$ cat config.mk
export PLATFORM = sky130hd
export DESIGN_NAME = gait_keypoint_window_detector
export DESIGN_NICKNAME = d
export VERILOG_FILES = /design/src/rtl/gkwd_pkg.sv /design/src/rtl/gkwd_mag.sv /design/src/rtl/gkwd_cell.sv /design/src/rtl/gkwd_classify.sv /design/src/rtl/gait_keypoint_window_detector.sv
export VERILOG_INCLUDE_DIRS = /design/src /design/src/rtl
export SDC_FILE = /design/constraint.sdc
export NUM_CORES = 2
export LEC_CHECK = 0
export BUFFER_PORTS_ARGS = -buffer_cell sky130_fd_sc_hd__buf_2
export CORE_MARGIN = 2
export CORE_UTILIZATION = 48
export CTS_CLUSTER_DIAMETER = 30
export DETAILED_ROUTE_END_ITERATION = 10
export PLACE_DENSITY_LB_ADDON = 0.1
export SYNTH_ARGS = -nofsm -noshare
export SYNTH_HDL_FRONTEND = slang
export SYNTH_SLANG_ARGS = --single-unit
$ cat constraint.sdc
create_clock -name i_clk -period 15.15 [get_ports i_clk]
set_clock_uncertainty 0.2 [all_clocks]
set_input_delay 1.515 -clock i_clk [delete_from_list [all_inputs] [get_ports i_clk]]
set_output_delay 1.515 -clock i_clk [all_outputs]
set_load 0.03 [all_outputs]
$ cat src/rtl/gait_keypoint_window_detector_defines.svh
// Assertion macros shared by the gait key-point window detector.
`ifndef GAIT_KEYPOINT_WINDOW_DETECTOR_DEFINES_SVH
`define GAIT_KEYPOINT_WINDOW_DETECTOR_DEFINES_SVH

// Same-cycle implication, checked at every rising edge outside reset.
`define GKWD_ASSERT_IMPLY(name, clk, rstn, ante, cons, msg) \
    name: assert property (@(posedge clk) disable iff (!rstn) (ante) |-> (cons)) \
        else $error(msg);

// Next-cycle implication, checked at every rising edge outside reset.
`define GKWD_ASSERT_NEXT(name, clk, rstn, ante, cons, msg) \
    name: assert property (@(posedge clk) disable iff (!rstn) (ante) |=> (cons)) \
        else $error(msg);

`endif

$ cat src/rtl/gkwd_pkg.sv
package gkwd_pkg;

    localparam int WINDOW_DEF      = 15;
    localparam int SAMPLE_BITS_DEF = 16;

    localparam int CFG_IDX_W  = 2;
    localparam int CFG_DATA_W = 32;
    localparam int LIM_BITS   = 16;
    localparam int CODE_W     = 3;

    localparam logic [CFG_IDX_W-1:0] REG_ACC_SQ_LIMIT    = 2'd0;
    localparam logic [CFG_IDX_W-1:0] REG_ANGLE_MIN_LIMIT = 2'd1;
    localparam logic [CFG_IDX_W-1:0] REG_GYRO_PEAK_LIMIT = 2'd2;

    localparam logic [CFG_DATA_W-1:0] ACC_SQ_LIMIT_RST = 32'd4194304;

    localparam logic [CODE_W-1:0] CODE_FILL       = 3'd0;
    localparam logic [CODE_W-1:0] CODE_NORMAL     = 3'd1;
    localparam logic [CODE_W-1:0] CODE_ANGLE_MIN  = 3'd2;
    localparam logic [CODE_W-1:0] CODE_GYRO_PEAK  = 3'd3;
    localparam logic [CODE_W-1:0] CODE_ZERO_CROSS = 3'd4;
    localparam logic [CODE_W-1:0] CODE_LOW_ACC    = 3'd5;

    typedef enum logic [2:0] {
        ST_IDLE,
        ST_MUL,
        ST_SHIFT,
        ST_SCAN,
        ST_DONE
    } t_state;

endpackage

$ cat src/rtl/gkwd_mag.sv
module gkwd_mag #(
    parameter int SAMPLE_BITS = gkwd_pkg::SAMPLE_BITS_DEF
) (
    input  logic                              i_clk,
    input  logic                              i_load,
    input  logic signed [SAMPLE_BITS-1:0]     i_acc_x,
    input  logic signed [SAMPLE_BITS-1:0]     i_acc_y,
    input  logic signed [SAMPLE_BITS-1:0]     i_acc_z,
    input  logic [gkwd_pkg::CFG_DATA_W-1:0]   i_limit,
    output logic                              o_low
);

    localparam int SQ_W  = 2 * SAMPLE_BITS;
    localparam int SUM_W = (SQ_W + 2 > gkwd_pkg::CFG_DATA_W + 1) ? SQ_W + 2
                                                                 : gkwd_pkg::CFG_DATA_W + 1;

    logic [SAMPLE_BITS-1:0] r_abs_x, r_abs_y, r_abs_z;
    logic [SQ_W-1:0]        r_sq_x, r_sq_y, r_sq_z;
    logic [SUM_W-1:0]       sum;

    // Magnitude fits in SAMPLE_BITS unsigned bits, the most negative value included.
    always_ff @(posedge i_clk) begin
        if (i_load) begin
            r_abs_x <= i_acc_x[SAMPLE_BITS-1] ? SAMPLE_BITS'(-i_acc_x) : SAMPLE_BITS'(i_acc_x);
            r_abs_y <= i_acc_y[SAMPLE_BITS-1] ? SAMPLE_BITS'(-i_acc_y) : SAMPLE_BITS'(i_acc_y);
            r_abs_z <= i_acc_z[SAMPLE_BITS-1] ? SAMPLE_BITS'(-i_acc_z) : SAMPLE_BITS'(i_acc_z);
        end
    end

    always_ff @(posedge i_clk) begin
        r_sq_x <= SQ_W'(r_abs_x) * SQ_W'(r_abs_x);
        r_sq_y <= SQ_W'(r_abs_y) * SQ_W'(r_abs_y);
        r_sq_z <= SQ_W'(r_abs_z) * SQ_W'(r_abs_z);
    end

    assign sum   = SUM_W'(r_sq_x) + SUM_W'(r_sq_y) + SUM_W'(r_sq_z);
    assign o_low = (sum <= SUM_W'(i_limit));

endmodule

$ cat src/rtl/gkwd_cell.sv
module gkwd_cell #(
    parameter int SAMPLE_BITS = gkwd_pkg::SAMPLE_BITS_DEF
) (
    input  logic                          i_clk,
    input  logic                          i_rst_n,
    input  logic                          i_shift,
    input  logic signed [SAMPLE_BITS-1:0] i_gyro,
    input  logic signed [SAMPLE_BITS-1:0] i_angle,
    input  logic                          i_low,
    input  logic signed [SAMPLE_BITS-1:0] i_min,
    input  logic signed [SAMPLE_BITS-1:0] i_max,
    output logic signed [SAMPLE_BITS-1:0] o_gyro,
    output logic signed [SAMPLE_BITS-1:0] o_angle,
    output logic                          o_low,
    output logic signed [SAMPLE_BITS-1:0] o_min,
    output logic signed [SAMPLE_BITS-1:0] o_max
);

    logic signed [SAMPLE_BITS-1:0] r_gyro, r_angle, r_min, r_max;
    logic                          r_low;

    always_ff @(posedge i_clk) begin
        if (!i_rst_n) begin
            r_low <= 1'b0;
        end else if (i_shift) begin
            r_low <= i_low;
        end
    end

    always_ff @(posedge i_clk) begin
        if (i_shift) begin
            r_gyro  <= i_gyro;
            r_angle <= i_angle;
        end
    end

    // Fold this entry into the running extremes coming from the neighbor.
    always_ff @(posedge i_clk) begin
        r_min <= (r_angle < i_min) ? r_angle : i_min;
        r_max <= (r_gyro > i_max) ? r_gyro : i_max;
    end

    assign o_gyro  = r_gyro;
    assign o_angle = r_angle;
    assign o_low   = r_low;
    assign o_min   = r_min;
    assign o_max   = r_max;

endmodule

$ cat src/rtl/gkwd_classify.sv
module gkwd_classify #(
    parameter int SAMPLE_BITS = gkwd_pkg::SAMPLE_BITS_DEF,
    parameter int WINDOW      = gkwd_pkg::WINDOW_DEF
) (
    input  logic                                 i_fill_done,
    input  logic signed [SAMPLE_BITS-1:0]        i_mid_angle,
    input  logic signed [SAMPLE_BITS-1:0]        i_angle_min,
    input  logic signed [gkwd_pkg::LIM_BITS-1:0] i_angle_lim,
    input  logic signed [SAMPLE_BITS-1:0]        i_mid_gyro,
    input  logic signed [SAMPLE_BITS-1:0]        i_gyro_max,
    input  logic signed [gkwd_pkg::LIM_BITS-1:0] i_gyro_lim,
    input  logic signed [SAMPLE_BITS-1:0]        i_gyro_prev,
    input  logic signed [SAMPLE_BITS-1:0]        i_gyro_next,
    input  logic [$clog2(WINDOW+1)-1:0]          i_low_cnt,
    output logic [gkwd_pkg::CODE_W-1:0]          o_code
);

    localparam int CNT_W = $clog2(WINDOW + 1);
    localparam int LIM_W = (SAMPLE_BITS > gkwd_pkg::LIM_BITS) ? SAMPLE_BITS
                                                              : gkwd_pkg::LIM_BITS;

    function automatic logic crosses(logic signed [SAMPLE_BITS-1:0] mid,
                                     logic signed [SAMPLE_BITS-1:0] other);
        logic signed [SAMPLE_BITS:0] mid_x, oth_x, am, ao;
        logic                        opp;
        mid_x = (SAMPLE_BITS+1)'(mid);
        oth_x = (SAMPLE_BITS+1)'(other);
        am    = mid_x[SAMPLE_BITS] ? -mid_x : mid_x;
        ao    = oth_x[SAMPLE_BITS] ? -oth_x : oth_x;
        opp   = (mid[SAMPLE_BITS-1] && !other[SAMPLE_BITS-1] && (other != '0)) ||
                (!mid[SAMPLE_BITS-1] && (mid != '0) && other[SAMPLE_BITS-1]);
        return opp && (am < ao);
    endfunction

    logic angle_hit, gyro_hit, low_hit, cross_hit;

    assign angle_hit = (i_angle_min == i_mid_angle) &&
                       (LIM_W'(i_angle_min) < LIM_W'(i_angle_lim));
    assign gyro_hit  = (i_gyro_max == i_mid_gyro) &&
                       (LIM_W'(i_gyro_max) > LIM_W'(i_gyro_lim));
    assign low_hit   = (i_low_cnt > CNT_W'(WINDOW / 2));
    assign cross_hit = crosses(i_mid_gyro, i_gyro_prev) || crosses(i_mid_gyro, i_gyro_next);

    always_comb begin
        priority if (!i_fill_done) begin
            o_code = gkwd_pkg::CODE_FILL;
        end else if (angle_hit) begin
            o_code = gkwd_pkg::CODE_ANGLE_MIN;
        end else if (gyro_hit) begin
            o_code = gkwd_pkg::CODE_GYRO_PEAK;
        end else if (low_hit) begin
            o_code = gkwd_pkg::CODE_LOW_ACC;
        end else if (cross_hit) begin
            o_code = gkwd_pkg::CODE_ZERO_CROSS;
        end else begin
            o_code = gkwd_pkg::CODE_NORMAL;
        end
    end

endmodule

$ cat src/rtl/gait_keypoint_window_detector.sv
// Gait key-point window detector: takes one IMU sample per request and returns one phase
// code for it. A sample is accepted only while the block is idle, and the next one is taken
// only after this one has gone through accept, square, shift, a min/max sweep along the cell
// chain and classify; classify waits while the output register holds a code not yet taken.
// A finished code waits in the output register while the next sample is accepted. Until
// WINDOW samples have arrived the code is 0; afterwards it classifies the middle sample.
`include "gait_keypoint_window_detector_defines.svh"

module gait_keypoint_window_detector #(
    parameter int WINDOW      = gkwd_pkg::WINDOW_DEF,
    parameter int SAMPLE_BITS = gkwd_pkg::SAMPLE_BITS_DEF
) (
    input  logic                                 i_clk,
    input  logic                                 i_rst_n,
    input  logic                                 i_cfg_wr_en,
    input  logic [gkwd_pkg::CFG_IDX_W-1:0]       i_cfg_index,
    input  logic [gkwd_pkg::CFG_DATA_W-1:0]      i_cfg_data,
    input  logic                                 s_axis_tvalid,
    output logic                                 s_axis_tready,
    // acc_x, acc_y, acc_z, gyro_x, angle_x (SAMPLE_BITS each), zero padding
    input  logic [((5*SAMPLE_BITS+7)/8)*8-1:0]   s_axis_tdata,
    output logic                                 m_axis_tvalid,
    input  logic                                 m_axis_tready,
    // phase_code [2:0], zero padding
    output logic [7:0]                           m_axis_tdata
);

    localparam int B      = SAMPLE_BITS;
    localparam int CNT_W  = $clog2(WINDOW + 1);
    localparam int SCAN_W = $clog2(WINDOW);
    localparam int MID    = WINDOW / 2;

    gkwd_pkg::t_state r_state, n_state;

    logic [gkwd_pkg::CFG_DATA_W-1:0]      r_acc_sq_limit;
    logic signed [gkwd_pkg::LIM_BITS-1:0] r_angle_lim, r_gyro_lim;

    logic signed [B-1:0]  r_gyro_in, r_angle_in;
    logic [CNT_W-1:0]     r_low_cnt, r_fill;
    logic [SCAN_W-1:0]    r_scan, n_scan;
    logic                 r_out_valid, n_out_valid;
    logic [gkwd_pkg::CODE_W-1:0] r_code, n_code;

    logic                 in_accept, shift, load_mag, low_new;
    logic [gkwd_pkg::CODE_W-1:0] w_code;

    logic signed [B-1:0]  w_gyro  [WINDOW];
    logic signed [B-1:0]  w_angle [WINDOW];
    logic                 w_low   [WINDOW];
    logic signed [B-1:0]  w_min   [WINDOW];
    logic signed [B-1:0]  w_max   [WINDOW];

    assign in_accept = s_axis_tvalid && s_axis_tready;
    assign load_mag  = in_accept;

    always_ff @(posedge i_clk) begin
        if (!i_rst_n) begin
            r_acc_sq_limit <= gkwd_pkg::ACC_SQ_LIMIT_RST;
            r_angle_lim    <= '0;
            r_gyro_lim     <= '0;
        end else if (i_cfg_wr_en) begin
            unique case (i_cfg_index)
                gkwd_pkg::REG_ACC_SQ_LIMIT:    r_acc_sq_limit <= i_cfg_data;
                gkwd_pkg::REG_ANGLE_MIN_LIMIT: r_angle_lim <= i_cfg_data[gkwd_pkg::LIM_BITS-1:0];
                gkwd_pkg::REG_GYRO_PEAK_LIMIT: r_gyro_lim  <= i_cfg_data[gkwd_pkg::LIM_BITS-1:0];
                default: begin
                    // drop writes beyond the register list
                end
            endcase
        end
    end

    always_ff @(posedge i_clk) begin
        if (in_accept) begin
            r_gyro_in  <= s_axis_tdata[4*B-1:3*B];
            r_angle_in <= s_axis_tdata[5*B-1:4*B];
        end
    end

    gkwd_mag #(
        .SAMPLE_BITS(B)
    ) u_mag (
        .i_clk   (i_clk),
        .i_load  (load_mag),
        .i_acc_x (s_axis_tdata[B-1:0]),
        .i_acc_y (s_axis_tdata[2*B-1:B]),
        .i_acc_z (s_axis_tdata[3*B-1:2*B]),
        .i_limit (r_acc_sq_limit),
        .o_low   (low_new)
    );

    // Entry 0 is the oldest; samples move down, running extremes move up.
    for (genvar k = 0; k < WINDOW; k++) begin : g_cell
        logic signed [B-1:0] nb_gyro, nb_angle, nb_min, nb_max;
        logic                nb_low;
        if (k == WINDOW - 1) begin : g_top
            assign nb_gyro  = r_gyro_in;
            assign nb_angle = r_angle_in;
            assign nb_low   = low_new;
        end else begin : g_mid
            assign nb_gyro  = w_gyro[k+1];
            assign nb_angle = w_angle[k+1];
            assign nb_low   = w_low[k+1];
        end
        if (k == 0) begin : g_first
            assign nb_min = w_angle[0];
            assign nb_max = w_gyro[0];
        end else begin : g_rest
            assign nb_min = w_min[k-1];
            assign nb_max = w_max[k-1];
        end

        gkwd_cell #(
            .SAMPLE_BITS(B)
        ) u_cell (
            .i_clk   (i_clk),
            .i_rst_n (i_rst_n),
            .i_shift (shift),
            .i_gyro  (nb_gyro),
            .i_angle (nb_angle),
            .i_low   (nb_low),
            .i_min   (nb_min),
            .i_max   (nb_max),
            .o_gyro  (w_gyro[k]),
            .o_angle (w_angle[k]),
            .o_low   (w_low[k]),
            .o_min   (w_min[k]),
            .o_max   (w_max[k])
        );
    end

    gkwd_classify #(
        .SAMPLE_BITS(B),
        .WINDOW     (WINDOW)
    ) u_classify (
        .i_fill_done (r_fill == CNT_W'(WINDOW)),
        .i_mid_angle (w_angle[MID]),
        .i_angle_min (w_min[WINDOW-1]),
        .i_angle_lim (r_angle_lim),
        .i_mid_gyro  (w_gyro[MID]),
        .i_gyro_max  (w_max[WINDOW-1]),
        .i_gyro_lim  (r_gyro_lim),
        .i_gyro_prev (w_gyro[MID-1]),
        .i_gyro_next (w_gyro[MID+1]),
        .i_low_cnt   (r_low_cnt),
        .o_code      (w_code)
    );

    always_ff @(posedge i_clk) begin
        if (!i_rst_n) begin
            r_state     <= gkwd_pkg::ST_IDLE;
            r_scan      <= '0;
            r_out_valid <= 1'b0;
            r_low_cnt   <= '0;
            r_fill      <= '0;
        end else begin
            r_state     <= n_state;
            r_scan      <= n_scan;
            r_out_valid <= n_out_valid;
            if (shift) begin
                r_low_cnt <= r_low_cnt - CNT_W'(w_low[0]) + CNT_W'(low_new);
                if (r_fill != CNT_W'(WINDOW)) begin
                    r_fill <= r_fill + 1'b1;
                end
            end
        end
    end

    always_ff @(posedge i_clk) begin
        r_code <= n_code;
    end

    always_comb begin
        n_state       = r_state;
        n_scan        = r_scan;
        n_code        = r_code;
        n_out_valid   = r_out_valid && !m_axis_tready;
        s_axis_tready = 1'b0;
        shift         = 1'b0;
        unique case (r_state)
            gkwd_pkg::ST_IDLE: begin
                s_axis_tready = 1'b1;
                if (s_axis_tvalid) begin
                    n_state = gkwd_pkg::ST_MUL;
                end
            end
            gkwd_pkg::ST_MUL: begin
                n_state = gkwd_pkg::ST_SHIFT;
            end
            gkwd_pkg::ST_SHIFT: begin
                shift   = 1'b1;
                n_scan  = '0;
                n_state = gkwd_pkg::ST_SCAN;
            end
            gkwd_pkg::ST_SCAN: begin
                // wait until the extremes have crossed the whole chain
                if (r_scan == SCAN_W'(WINDOW - 1)) begin
                    n_state = gkwd_pkg::ST_DONE;
                end else begin
                    n_scan = r_scan + 1'b1;
                end
            end
            gkwd_pkg::ST_DONE: begin
                if (!r_out_valid || m_axis_tready) begin
                    n_code      = w_code;
                    n_out_valid = 1'b1;
                    n_state     = gkwd_pkg::ST_IDLE;
                end
            end
            default: begin
                n_state = gkwd_pkg::ST_IDLE;
            end
        endcase
    end

    assign m_axis_tvalid = r_out_valid;
    assign m_axis_tdata  = {{(8 - gkwd_pkg::CODE_W){1'b0}}, r_code};

    `GKWD_ASSERT_IMPLY(a_low_cnt_bound, i_clk, i_rst_n, 1'b1, r_low_cnt <= r_fill,
        "low-acceleration count exceeds samples taken")
    `GKWD_ASSERT_IMPLY(a_fill_code, i_clk, i_rst_n,
        (r_state == gkwd_pkg::ST_DONE) && (r_fill != CNT_W'(WINDOW)),
        w_code == gkwd_pkg::CODE_FILL, "nonzero code before window filled")
    `GKWD_ASSERT_NEXT(a_result_loaded, i_clk, i_rst_n,
        (r_state == gkwd_pkg::ST_DONE) && (!r_out_valid || m_axis_tready),
        r_out_valid && (r_state == gkwd_pkg::ST_IDLE), "finished result not presented")

endmodule

== Word-level counts from Yosys, hierarchy flattened ==
Cells that the tools add are included.

* Register bits: 1234
* Bits of input ports: 119
* Output and inout port bits: 10

* Add/sub/neg operators: 12
* $mul: 3
* Magnitude comparators: 34
* Equal/unequal tests: 15
* Multiplexer cells: 48
* Bitwise gates (word level): 1
* Reductions and logical operators: 37

{| class="wikitable"
|+ Operators with widths
! cell !! number
|-
| 2-to-1 mux 16 bit || 28
|-
| greater-than comparator 16 bit || 15
|-
| less-than comparator 16 bit || 15
|-
| multiplier 16 x 16 -> 32 bit || 3
|-
| 2-to-1 mux 17 bit || 3
|-
| negator 16 -> 17 bit || 3
|-
| negator 16 bit || 3
|-
| nonzero test 16 bit || 3
|-
| 2-to-1 mux 15 bit || 3
|-
| adder 34 x 32 -> 34 bit || 1
|-
| less-or-equal comparator 34 x 32 -> 1 bit || 1
|-
| less-than comparator 17 bit || 2
|-
| adder 32 x 32 -> 33 bit || 1
|-
| equality test 16 bit || 2
|-
| 2-to-1 mux 3 bit || 5
|-
| one-hot mux 3 bit (5 select lines) || 1
|-
| logical AND 1 bit || 13
|-
| AND reduction 2 bit || 6
|-
| adder 4 x 1 -> 4 bit, second input constant || 2
|-
| equality test 4 bit, second input constant || 2
|-
| inequality test 2 bit, second input constant || 4
|-
| one-hot mux 4 bit (2 select lines) || 1
|-
| equality test 3 x 2 -> 1 bit, second input constant || 2
|-
| logical NOT 1 bit || 5
|-
| 19 further kinds || 26
|}

== Depth between registers and ports, before layout ==
* Depth in word-level cells: 10
* Depth in mapped cells: 37
* Mapped depth without buffers: 36

== Hierarchy ==
From an unflattened synthesis, not the netlist that was laid out.

* Cells, all modules: 8175
* Area total of the unflattened synthesis: 85622.1 um^2

{| class="wikitable"
|+ By module, submodules not included
! module !! instances !! cells each !! area each (um^2) !! sequential area each (um^2)
|-
| gkwd_cell at g_cell[0].u_cell ... || 14 || 275 || 3251.9 || 1621.6
|-
| gkwd_mag || 1 || 3225 || 29519.6 || 3303.2
|-
| gait_keypoint_window_detector || 1 || 424 || 4374.2 || 2652.5
|-
| gkwd_cell at g_cell[4].u_cell || 1 || 283 || 3291.9 || 1621.6
|-
| gkwd_classify || 1 || 393 || 2910.3 || 0.0
|}

== Least setup slack after synthesis ==
No wires, ideal clock.

* Path kind: reg2reg
* From: reg r_state[2]
* To: reg r_fill[2]
* Setup time: 0.104 ns
* Arrival: 14.783 ns
* Required time: 14.846 ns
* Slack: 0.062 ns
* Stages on the path, launching flop included: 7
* Buffers on the path: 1
* Period minus slack after synthesis: 15.088 ns
* Cell sequence: dfxtp_1 > nor2_1 > nand2_1 > inv_1 > clkbuf_1 > a21oi_1 > nor2_1

* Word-level cells in the longest chain between the ends: 3

{| class="wikitable"
|+ Ends and longest elaborated chain
! what !! line !! text
|-
| start, declared || gait_keypoint_window_detector.sv:33 || <nowiki>gkwd_pkg::t_state r_state, n_state;</nowiki>
|-
| start signal, assigned || gait_keypoint_window_detector.sv:151 || <nowiki>r_state <= gkwd_pkg::ST_IDLE;</nowiki>
|-
| start signal, assigned || gait_keypoint_window_detector.sv:157 || <nowiki>r_state <= n_state;</nowiki>
|-
| equality test 3 x 2 -> 1 bit || gait_keypoint_window_detector.sv:180 || <nowiki>unique case (r_state)</nowiki>
|-
| 2-to-1 mux 1 bit || gait_keypoint_window_detector.sv:180 ||
|-
| AND reduction 2 bit (no line) || n/a ||
|-
| end signal, assigned || gait_keypoint_window_detector.sv:163 || <nowiki>r_fill <= r_fill + 1'b1;</nowiki>
|-
| end, declared || gait_keypoint_window_detector.sv:39 || <nowiki>logic [CNT_W-1:0] r_low_cnt, r_fill;</nowiki>
|}

Every way passes these cells.
A chain may end at the register's enable or synchronous reset.

== Worst setup path in the final report ==
* From: reg u_mag.r_sq_y[5]
* To: reg r_low_cnt[3]

* Word-level cells in the longest chain between the ends: 4

{| class="wikitable"
|+ Ends and longest elaborated chain
! what !! line !! text
|-
| start, declared || gkwd_mag.sv:18 || <nowiki>logic [SQ_W-1:0] r_sq_x, r_sq_y, r_sq_z;</nowiki>
|-
| start signal, assigned || gkwd_mag.sv:32 || <nowiki>r_sq_y <= SQ_W'(r_abs_y) * SQ_W'(r_abs_y);</nowiki>
|-
| adder 32 x 32 -> 33 bit || gkwd_mag.sv:36 || <nowiki>assign sum = SUM_W'(r_sq_x) + SUM_W'(r_sq_y) + SUM_W'(r_sq_z);</nowiki>
|-
| adder 34 x 32 -> 34 bit || gkwd_mag.sv:36 ||
|-
| less-or-equal comparator 34 x 32 -> 1 bit || gkwd_mag.sv:37 || <nowiki>assign o_low = (sum <= SUM_W'(i_limit));</nowiki>
|-
| adder 4 x 1 -> 4 bit || gait_keypoint_window_detector.sv:161 || <nowiki>r_low_cnt <= r_low_cnt - CNT_W'(w_low[0]) + CNT_W'(low_new);</nowiki>
|-
| end signal, assigned || gait_keypoint_window_detector.sv:161 ||
|-
| end, declared || gait_keypoint_window_detector.sv:39 ||
|}

Every way passes these cells.

==> results.json <==
{
  "route.detailed.wl_per_inst_um": 17.54,
  "area_growth_pct": 17.24,
  "crit_slowest_cell": "a221o_1",
  "slew-limit-headroom_pct": 20.50,
  "ys_warn_count": 0,
  "clk_latency_ps": 890,
  "reg2reg_depth": 35,
  "cts_buffers": 305,
  "rsz0062_at_grt": "no",
  "ant_nets": 0,
  "post_dp_cell_area_um2": 80010,
  "layout.nets": 8876,
  "cts_tree": "yes",
  "grt_max_degree": 161,
  "htreeDepth": 5,
  "initial_utilization_pct": 48.19,
  "path_class": "flop to flop",
  "clock-sinks": 1231,
  "die_width_um": 404.8,
  "dp_hpwl_um": 127800,
  "ios": 129,
  "die_h_um": 404.8,
  "ys_seq_area_share_pct": 39.27,
  "crit_top_cell": "ha_1",
  "cts_setup_buffers": 0,
  "grt_overflow_total": 0,
  "fillers": 13639,
  "track_usage_pct": 21.33,
  "worst_hold_path_type": "flop to flop",
  "ys_seq_elements": 1231,
  "maxCapViolCount": 0,
  "synthArstFlopShare_pct": 0,
  "final.setup.tns_ps": 0,
  "grt_pass1_wl_um": 277600,
  "clock-root-buffer": "clkbuf_16",
  "worstPathRequired_ps": 15690,
  "status": "finished, final reports clean",
  "antenna_found_initial": 9,
  "drt_iter0_markers": 2853,
  "routed_via_density": 5.106,
  "portBuffers": 123,
  "fin_crit_ps": 7362,
  "hold_slack_ps": 119.4,
  "synth_ff_type": "dfxtp_1",
  "core_um2": 160000,
  "syn_inst": 7041,
  "timing.critical_path.fanout_max": 6,
  "clkTransAtPathRegs_ps": 40,
  "drc": 0,
  "synth_edf_count": 563,
  "fin_crit_sh_pct": 48.59,
  "place_congestion": 0.8709,
  "postCtsHoldBufs": 0,
  "drive_gt1_share_pct": 14.64,
  "fmax_mhz": 135.8,
  "start_kind": "flop",
  "synthDistinctLibCells": 77,
  "tightestPinTransition_ps": 1162,
  "crit_path_max_incr_delay_ps": 420,
  "dieArea_um2": 163900,
  "grt_pass1_vias": 52174,
  "syn_area_per_cell_um2": 10.95,
  "vias": 49445,
  "fin_area_um2": 90400,
  "setup_violations": 0,
  "synth_area_um2": 77100,
  "critPathArrivalTime_ps": 7910,
  "drt_pass1_iterations": 6,
  "rows": 147,
  "endpoint_kind": "flop",
  "holdPathStages": 0,
  "slew_viol_final": 0,
  "cts_buffer_depth": 4,
  "finalHoldViolations": 0,
  "wl_um": 169800,
  "cts_resized": 0
}
## metal layers
layer	vias to the layer above	share of wire (%)	global-route usage (%)
met5	-	0.024	0
met4	6	3.0	7.515
met3	336	4.4	3.620
met2	908	46	34.62
met1	23769	46	28.78
li1	24426	-	-
## critical path: cells and delay by family (launching register included)
kind	cells	cell delay, ps
compound gates	15	3280
xor+xnor	3	480
fa+ha+maj	5	1400
buf+inv	1	60
flops	1	290
simple gates	11	1560
## per-stage QoR
step                std cells  worst slack [ps]  utilization (%)
finish                   9683              7788            56.49
floorplan                7048             62.16                -
detailed placement       9142              7813            50.00
CTS                      9681              7786            56.49
global route             9681              7241            56.49
global placement         9142              7934            50.00
## synthesized netlist by cell type, drive strengths merged, types with 89 or more instances
master  count  area share, %
and2      167            1.4
edfxtp    563             22
dfxtp     668             17
o21ai     190            1.2
nor2      192           0.93
nand4      89           0.72
nor2b      91           0.74
nand2     493            2.4
xnor2     181            2.1
a21o      180            1.8
mux2      427            6.2
inv      1216            5.9
a21oi     264            1.7
clkbuf    115           0.56
ha        900             15
fa        494             13
xor2       93            1.1
## state kept, by name (all words and copies together), names as in the netlist, 31 cells and up
| register | cells |
|---|---|
| r_acc_sq_limit | 32 |
| u_mag.r_sq_x | 31 |
| g_cell.u_cell.o_max | 240 |
| u_mag.r_sq_y | 31 |
| u_mag.r_sq_z | 31 |
| g_cell.u_cell.o_gyro | 240 |
| g_cell.u_cell.o_angle | 240 |
| g_cell.u_cell.o_min | 240 |
## layout by cell type (no fill, tap or decap), types with 123 or more instances in the layout
| cell | netlist | final |
|---|---|---|
| nand2_1 | 493 | 493 |
| and2_1 | 167 | 166 |
| clkbuf_16 | 0 | 320 |
| o21ai_0 | 185 | 185 |
| dfxtp_1 | 668 | 668 |
| a21oi_1 | 261 | 261 |
| fa_1 | 494 | 494 |
| mux2_2 | 425 | 425 |
| xnor2_1 | 181 | 181 |
| inv_1 | 1216 | 1215 |
| buf_2 | 20 | 123 |
| edfxtp_1 | 563 | 563 |
| nor2_1 | 192 | 192 |
| ha_1 | 900 | 900 |
| a21o_1 | 178 | 178 |
## path summary, 6_finish.rpt
check | startpoint | end | slack, ps
setup / recovery | u_mag.r_sq_y[5] | r_low_cnt[3] | 7790
hold / removal | g_cell[0].u_cell.o_angle[14] | g_cell[0].u_cell.o_min[14] | 120
setup reg to reg | u_mag.r_sq_y[5] | r_low_cnt[3] | 7790
hold reg to reg | g_cell[0].u_cell.o_angle[14] | g_cell[0].u_cell.o_min[14] | 120
## final cells by class
class | instances | area, um2 | area share [%]
clock buffer | 389 | 8587 | 9.499
clock inverter | 150 | 1792 | 1.982
sequential | 1231 | 30280 | 33.50
timing repair buffer | 151 | 838.3 | 0.9274
inverter | 1216 | 4572 | 5.058
tap | 2086 | 2610 | 2.887
multi-input combinational | 4458 | 41710 | 46.15
antenna | 2 | 5.005 | 0.005536
## cells by family (layout without fill, tap and decap cells)
kind of cell	count (synthesis)	after routing	synth area share, %
XOR/XNOR	274	274	3.112
AND/OR/NAND/NOR	1335	1335	8.542
AO/OA/AOI/OAI	1007	1007	8.565
buffers and inverters	1359	1906	6.673
flip-flops	1231	1231	39.27
other	2	11	0.009740
multiplexers	439	439	6.397
adder cells (fa/ha/maj)	1394	1394	27.43
Power is not shown: default switching activity piles up to over one toggle a cycle in this logic, so the estimate is an artifact.
